===== config.mk =====
export PLATFORM = sky130hd
export DESIGN_NAME = psi_cell
export DESIGN_NICKNAME = d
export VERILOG_FILES = /design/src/sv/psi_pkg.sv /design/src/sv/psi_cell.sv
export SDC_FILE = /design/constraint.sdc
export NUM_CORES = 1
export LEC_CHECK = 0
export BUFFER_PORTS_ARGS = -buffer_cell sky130_fd_sc_hd__buf_2
export CORE_MARGIN = 3
export CORE_UTILIZATION = 40
export DETAILED_ROUTE_END_ITERATION = 12
export PLACE_DENSITY = 0.84
export SETUP_SLACK_MARGIN = 0.2
export SYNTH_ARGS = -nofsm -noshare
export SYNTH_HDL_FRONTEND = slang
export SYNTH_SLANG_ARGS = --single-unit

===== constraint.sdc =====
create_clock -name clk -period 2.35 [get_ports clk]
set_clock_uncertainty 0.1 [all_clocks]
set_input_delay 0.47 -clock clk [delete_from_list [all_inputs] [get_ports clk]]
set_output_delay 0.47 -clock clk [all_outputs]
set_load 0.02 [all_outputs]

===== src/sv/psi_pkg.sv =====
`timescale 1ns / 1ps
// psi_pkg: constants and types for the power series inverse core
// depends on nothing; used by psi_mulmod, psi_cell and the top level
package psi_pkg;

    localparam int unsigned DW = 30;
    localparam int unsigned CNT_W = 7;

    localparam logic [DW-1:0] PRIME = 30'd998244353;
    // 2^30 mod prime, used to fold the wide coefficient
    localparam logic [DW-1:0] RADIX_RES = 30'd75497471;
    // fermat exponent prime - 2
    localparam logic [DW-1:0] INV_EXP = 30'd998244351;
    // barrett constant floor(2^60 / prime)
    localparam logic [30:0] BARRETT_MU = 31'((64'd1 << 60) / 64'd998244353);

    typedef logic [DW-1:0] elem_t;

    typedef struct packed {
        logic a_shift;
        logic b_fwd;
        logic b_bwd;
    } cell_ctl_t;

endpackage


===== src/sv/psi_cell.sv =====
`timescale 1ns / 1ps
// psi_cell: one cell of the coefficient chain, holds one series and one inverse term
// depends on psi_pkg
module psi_cell
(
    input  logic                clk,
    input  psi_pkg::cell_ctl_t  ctl,
    input  psi_pkg::elem_t      a_in,
    input  psi_pkg::elem_t      b_fwd_in,
    input  psi_pkg::elem_t      b_bwd_in,
    input  logic                b_wr,
    input  psi_pkg::elem_t      b_wr_data,
    output psi_pkg::elem_t      a_out,
    output psi_pkg::elem_t      b_out
);

    psi_pkg::elem_t a_reg;
    psi_pkg::elem_t b_reg;

    always_ff @(posedge clk)
    begin
        if (ctl.a_shift)
        begin
            a_reg <= a_in;
        end
        if (b_wr)
        begin
            b_reg <= b_wr_data;
        end
        else if (ctl.b_fwd)
        begin
            b_reg <= b_fwd_in;
        end
        else if (ctl.b_bwd)
        begin
            b_reg <= b_bwd_in;
        end
    end

    assign a_out = a_reg;
    assign b_out = b_reg;

endmodule


==> metrics.yaml <==
status: "finished clean"
peakVddDrop_mv: 0.367
path_buf_inv: 1
synth_cell_types: 10
syn_to_final_growth_pct: 44.7
rows: 28
internal-power_mw: 1.86
drive_above_1_share: 0.575
antenna_found_initial: 0
h-tree-depth: 3
worst-endpoint-required_ns: 1.78
cap_violations: 0
postCtsHoldBufs: 0
drt-total-wl_mm: 5.90
synthMuxAreaShare: 0.121
min_path_type: "in -> reg"
p_per_area_nw_per_um2: 698
gp_congestion: 0.789
grt_max_degree: 41
synth_seq_area_share: 0.724
cts-root-buf: "clkbuf_8"
vias: 2048
finalCriticalPeriod_ns: 1.45
cts_tree: "built"
drc: 0
crit_family: "flip-flops"
hold_viol: 0
dp_cells: 414
p_sw_uw: 657
synth.avg_cell_area_um2: 15.4
cp.depth: 1
tns_ns: 0
fmax_mhz: 691
post-route-period-util: 0.616
min_from: "a_in[1]"
grt_pass1_vias: 1975
fin_area_um2: 3600
layout.cells.non_filler: 430
cts_resized: 0
worst_slew_pin_slew_ns: 0.608
grt_util_all_layers: 0.165
arrival_ns: 0.88
ff_latch_area_um2: 1800
antenna_cells: 0
setup_viol: 0
p_seq_frac: 0.526
clkPwrFrac: 0.293
synthCells: 162
multi_input_area_um2: 581
pre_cts_ws_ns: 0.596
syn_nets: 287
holdPathEnd: "a_out[1]"
drt-wirelength-per-cell_um: 13.7
io_buffers: 184
post_drt_via_cell_ratio: 4.76
cts_inserted_buffers: 9
die_w_um: 84.9
cp-start-kind: "flip-flop"
fillers: 486
crit_type: "reg -> out"
p_leak_nw: 1.73
critPathSlowestCell: "edfxtp_1"
design_power_total_mw: 2.51
finalMaxSlewViolations: 0
place_area_um2: 3440
first_pass_iters: 4
pin_count: 185
grt_pass1_wl_mm: 9.09
nNetsFinal: 475
synth-compound-area-share: 0.0649
synth.cell_area_um2: 2490
hpwl_mm: 4.81
dieArea_um2: 7200
start_util: 0.418
drtIter0Drc: 84
swShare: 0.261
core_area_um2: 5960
ys_seq_elements: 60
crit_chain: "buf_2"
worst-path-max-fanout: 1
synth_simple_gate_area_frac: 0.0478
clk_pin_slew_ns: 0.06
synth_adder_area_share: 0
setup_slack_ns: 0.903
fp.dieH_um: 84.9
rsz0062_at_grt: "false"
ys_warn_count: 0
crit_path_max_incr_delay_ns: 0.38
cts_sinks: 60
drtAntennaViolNets: 0
max-slew-margin-rel: 0.595
synth-xor-area-share: 0
p_comb_frac: 0.182
overflow: 0
synth_top_family_by_area: "multiplexers"
cts_max_path_buffers: 2
holdPathStages: 1
cts_setup_buffers: 0
crit_path_end_kind: "primary output"
[per-stage QoR]
stage	hold slack [ns]	util
after floorplan	0.469	-
after global placement	0.547	0.578
after CTS	0.199	0.604
final	0.222	0.604
after global routing	0.192	0.604
after detailed placement	0.549	0.578
[how the worst max path moves through the flow]
stage,startpoint,endpoint,slack [ns]
2_1_floorplan,b_wr,b_out[0],0.50
3_3_place_gp,b_wr,b_out[9],0.64
3_5_place_dp,b_wr,b_out[5],0.60
4_1_cts,a_out[6],a_out[6],0.87
5_1_grt,b_wr,b_out[5],0.85
6_report,a_out[6],a_out[6],0.90
[cell type report]
class	count	share of cell area
flip-flops and latches	60	0.501
repair buffers	188	0.268
multi-input cells	91	0.161
clock buffers	11	0.0365
well taps	75	0.0261
clock inverters	5	0.00799
[cell usage in the layout, fill, tap and decap left out]
master / n
clkinv_1: 1
clkinv_2: 2
clkbuf_1: 2
o21ai_1: 27
clkbuf_8: 9
edfxtp_1: 60
buf_2: 184
nand2_1: 30
buf_12: 1
mux2i_1: 30
clkinvlp_4: 2
buf_4: 3
or3_1: 1
o21ai_2: 3
[synth_stat cells]
cell type	count	share of area
buf_12	3	0.024
buf_2	6	0.012
buf_6	1	0.0045
clkbuf_1	1	0.0015
edfxtp_1	60	0.72
mux2i_1	30	0.12
nand2_1	30	0.045
o21ai_1	27	0.054
o21ai_2	3	0.011
or3_1	1	0.0025
[power by group through the flow]
stage / clock network (mW) / logic, mW / registers [mW]
finish: 0.735 / 0.457 / 1.32
detailed placement: 0 / 0.464 / 1.35
CTS: 0.768 / 0.465 / 1.32
global route: 0.823 / 0.496 / 1.33
floorplan: 0 / 0.108 / 1.48
global placement: 0 / 0.456 / 1.34
[flip-flops by register name (all words and copies together) (netlist names)]
register and flops:
b_out 30, a_out 30
[layer usage]
metal	vias up	wire length [um]	track usage
met5	-	0	0
li1	980	-	-
met1	914	2190	0.187
met2	143	2830	0.277
met3	11	792	0.0660
met4	0	86	0.0691
[kinds of logic (layout without fill, tap and decap cells)]
logic type      after synthesis  after routing
mux                          30             30
simple gates                 31             31
buf+inv                      11            204
compound gates               30             30
flops                        60             60
Note: power is estimated with default switching activity, not from simulation.
