--- config.mk ---
export PLATFORM = sky130hd
export DESIGN_NAME = psi_mulmod
export DESIGN_NICKNAME = d
export VERILOG_FILES = /design/src/sv/psi_pkg.sv /design/src/sv/psi_mulmod.sv
export SDC_FILE = /design/constraint.sdc
export NUM_CORES = 2
export LEC_CHECK = 0
export ABC_AREA = 1
export BUFFER_PORTS_ARGS = -buffer_cell sky130_fd_sc_hd__buf_2
export CORE_ASPECT_RATIO = 1.75
export CORE_UTILIZATION = 60
export DETAILED_ROUTE_END_ITERATION = 10
export PLACE_DENSITY = 0.8
export SYNTH_ARGS = -nofsm -noshare
export SYNTH_HDL_FRONTEND = slang
export SYNTH_SLANG_ARGS = --single-unit
--- constraint.sdc ---
create_clock -name clk -period 5.35 [get_ports clk]
set_input_delay 0.535 -clock clk [delete_from_list [all_inputs] [get_ports clk]]
set_output_delay 0.535 -clock clk [all_outputs]
set_load 0.01 [all_outputs]
--- src/sv/psi_pkg.sv ---
`timescale 1ns / 1ps
// psi_pkg: constants and types for the power series inverse core
// depends on nothing; used by psi_mulmod, psi_cell and the top level
package psi_pkg;

    localparam int unsigned DW = 30;
    localparam int unsigned CNT_W = 7;

    localparam logic [DW-1:0] PRIME = 30'd998244353;
    // 2^30 mod prime, used to fold the wide coefficient
    localparam logic [DW-1:0] RADIX_RES = 30'd75497471;
    // fermat exponent prime - 2
    localparam logic [DW-1:0] INV_EXP = 30'd998244351;
    // barrett constant floor(2^60 / prime)
    localparam logic [30:0] BARRETT_MU = 31'((64'd1 << 60) / 64'd998244353);

    typedef logic [DW-1:0] elem_t;

    typedef struct packed {
        logic a_shift;
        logic b_fwd;
        logic b_bwd;
    } cell_ctl_t;

endpackage

--- src/sv/psi_mulmod.sv ---
`timescale 1ns / 1ps
// psi_mulmod: pipelined (a*b + c) mod prime with barrett reduction
// depends on psi_pkg
module psi_mulmod
(
    input  logic           clk,
    input  logic           rst_n,
    input  logic           in_valid,
    input  psi_pkg::elem_t a,
    input  psi_pkg::elem_t b,
    input  psi_pkg::elem_t c,
    output logic           out_valid,
    output psi_pkg::elem_t result
);

    logic [59:0]    p1_reg;
    logic [61:0]    q2_reg;
    logic [31:0]    p2_reg;
    logic [31:0]    r3_reg;
    psi_pkg::elem_t out_reg;
    logic [3:0]     vld_reg;

    logic [30:0]    q3;
    logic [31:0]    qp_lo;
    logic [31:0]    two_p;
    logic [31:0]    r_fix;

    assign q3    = q2_reg[61:31];
    assign qp_lo = 32'(61'(q3) * 61'(psi_pkg::PRIME));
    assign two_p = {1'b0, psi_pkg::PRIME, 1'b0};

    always_comb
    begin
        if (r3_reg >= two_p)
        begin
            r_fix = r3_reg - two_p;
        end
        else if (r3_reg >= 32'(psi_pkg::PRIME))
        begin
            r_fix = r3_reg - 32'(psi_pkg::PRIME);
        end
        else
        begin
            r_fix = r3_reg;
        end
    end

    always_ff @(posedge clk or negedge rst_n)
    begin
        if (!rst_n)
        begin
            vld_reg <= '0;
        end
        else
        begin
            vld_reg <= {vld_reg[2:0], in_valid};
        end
    end

    always_ff @(posedge clk)
    begin
        p1_reg  <= 60'(a) * 60'(b) + 60'(c);
        q2_reg  <= 62'(p1_reg[59:29]) * 62'(psi_pkg::BARRETT_MU);
        p2_reg  <= p1_reg[31:0];
        r3_reg  <= p2_reg - qp_lo;
        out_reg <= r_fix[psi_pkg::DW-1:0];
    end

    assign out_valid = vld_reg[3];
    assign result    = out_reg;

endmodule

==> results.toml <==
[synthesis]
yosys-mux-area-fraction_pct = 0
synth-simple-area-share_pct = 18.9
ys_seq_area_share_pct = 6.52
synth.largest_area_cell = "fa_1"
synth_enable_flop_cells = 0
yosysWarnings = 0
ys_ff_latch = 189
synth_commonest_cells = "2,279 x inv_1, 2,185 x nand2_1, 1,090 x fa_1"
netlist.area_leader.share_pct = 37.4
synthXorXnorAreaFrac_pct = 1.97
ys_async_sr_fraction_pct = 2.12
synthAdderAreaFrac_pct = 53.8
syn_area_um2 = 58400
syn_area_per_cell_um2 = 7.55
synthCells = 7732
synth_ff_type = "dfxtp_1"
yosysMostFrequentCell = "inv_1"
synth_top_family_by_area = "adder cells"
syn_nets = 9682
synth_cell_types = 41
synth_area_leaders = "fa_1 37%, ha_1 16%, inv_1 15%, nand2_1 14%, dfxtp_1 6.3%"
synth-compound-area-share_pct = 2.74

[timing]
rsz0062_at_grt = "true"
min_period_ns = 7.33
finalWorstSetupSlack_ns = -1.98
slew-limit-headroom_pct = 28.8
worst_hold_slack_ns = 0.178
fin_crit_sh_pct = 137
setup-violations-final = 82
tightest_slew_ns = 1.07
finClkSkew_ns = 0.0174
report.final.slew_viol_count = 0
hold_violations = 0
fmax_ghz = 0.136

[setup_path]
worst_setup_path_start_kind = "input pin"
critical_path_required_ns = 5.70
cp-end-kind = "flop"
crit_type = "in -> reg"
worstPathArrival_ns = 7.67
crit_path_max_fanout = 8
rrSetupSlack_ns = -0.82

[run_status]
violations = "design-rule violations, negative setup slack"
status = "finished with violations"

[finish]
drive_gt1_share_pct = 24.0
final_net_count = 10500
area_delta_synth_final_pct = 26.8
nFillCells = 6655
largest_reg_flops = 60

[floorplanning]
start_util_pct = 60.4
die_area_um2 = 98600
coreArea_um2 = 96500
io_pins = 124
die_x_um = 238
die_h_um = 415
row_count = 151

[clock_tree]
clk_latency_ns = 0.47
cts_made_buffers = 17
cts.sinks = 189
clk_path_buf_depth = 2
cts-root-buf = "clkbuf_16"
clk_pin_slew_ns = 0.08
ctsHtreeMaxLevel = 4
cts_tree = "done"

[grt]
grt_first_pass_wirelength_um = 329000
first_global_vias = 60300
antenna_found_initial = 29
grt_use_total_pct = 45.0
grt_max_degree = 44
overflow = 0

[drt]
wl_per_cell_um = 23.3
drc_errors = 6
wirelength_um = 231000
drtPass1Iterations = 11
ant_nets = 0
vias = 56100
viasPerCell = 5.66
initialDrtViolationCount = 4812

[placed_design]
gp_congestion = 1.10
hpwl_um = 169000
io_buffers = 123

[flow_run]
cap_violations = 0

[worst_hold_path]
hold_class = "in -> reg"
-- timing repair --
action                                  CTS  global route
endpoints found under the setup margin   85            86
hold buffers                              1             0
endpoints found under the hold margin     4             0
cloned                                   11             1
pin swaps                               416           381
buffers inserted                         93            46
resized for setup                       891           448
-- worst max-delay path, stage by stage --
cell and delay, ns:
buf_6 0.13, buf_12 0.16, buf_4 0.15, nand2_2 0.07
inv_2 0.13, fa_1 0.94, inv_2 0.10, fa_1 0.49
fa_2 0.42, fa_1 0.51, inv_2 0.05, fa_2 0.40
fa_2 0.70, fa_1 0.50, fa_1 0.51, ha_4 0.33
nand2_4 0.08, nor2_4 0.39, nand2_4 0.12, buf_6 0.15
nor2_4 0.35, nand3_2 0.14, nand4_1 0.16, nand2_2 0.10
-- layout make-up --
cell class                      instances  area [um^2]  share of cell area, %
Tap cell                             1300         1630                   2.20
Timing Repair Buffer                 1000         9420                   12.7
Multi-Input combinational cell       5064        49800                   67.3
Inverter                             2286         8610                   11.6
Clock inverter                         14          160                  0.216
Sequential cell                       189         3850                   5.20
Antenna cell                           40          100                  0.135
Clock buffer                           18          429                  0.580
-- final timing paths --
check / cells past startpoint / to / start
max: 24 / p1_reg[43]$_DFF_P_ / a[19]
min: 1 / vld_reg[0]$_DFF_PN0_ / in_valid
max reg2reg: 25 / q2_reg[36]$_DFF_P_ / p1_reg[42]$_DFF_P_
min reg2reg: 0 / p2_reg[0]$_DFF_P_ / p1_reg[0]$_DFF_P_
max in group asynchronous: 2 / vld_reg[2]$_DFF_PN0_ / rst_n
min in group asynchronous: 2 / vld_reg[1]$_DFF_PN0_ / rst_n
-- routing by layer --
metal / up-vias / part of all wire (%) / global-route usage [%] / wire, um
met5: - / 0.25 / 0.745 / 568
met4: 14 / 15 / 50.9 / 35100
met3: 2120 / 10 / 13.1 / 23100
met2: 3665 / 47 / 77.1 / 108000
met1: 26400 / 28 / 39.2 / 63800
li1: 23900 / - / - / -
-- layout by cell type (no fill, tap or decap), drive strengths merged --
cell,count
nand2,2200
clkbuf,21
nor4,8
nor2,305
dfxtp,185
buf,993
a21boi,1
xor2,115
dfrtp,4
and3,3
a21o,4
nand2b,1
fa,1090
o21bai,24
xnor2,16
clkinv,8
clkinvlp,1
a21oi,168
or2,3
dlygate4sd3,1
bufinv,1
and2,7
nand4,45
o211ai,4
o21a,8
nand3,164
nand3b,13
ha,767
diode,40
inv,2290
bufbuf,3
o21ai,80
nor3,38
-- cell families (layout without fill, tap and decap cells) --
group	Yosys count	after routing
AO/OA/AOI/OAI	289	289
AND/OR/NAND/NOR	2787	2787
adder cells (fa/ha/maj)	1857	1857
buffers and inverters	2479	3318
XOR/XNOR	131	131
flip-flops	189	189
other	0	40
-- through the flow --
step	setup WS [ns]	cells	cell area (um^2)	util [%]	TNS, ns
final	-1.98	9911	74000	76.7	-81.75
after global placement	-1.69	9703	67100	69.5	-91.56
after CTS	-0.844	9831	71900	74.5	-50.45
after detailed placement	-1.82	9703	67100	69.5	-97.00
after floorplan	-0.791	7732	59900	-	-28.70
after global routing	-2.00	9891	74000	76.6	-90.43
Power is not shown: default switching activity piles up to over one toggle a cycle in this logic, so the estimate is an artifact.
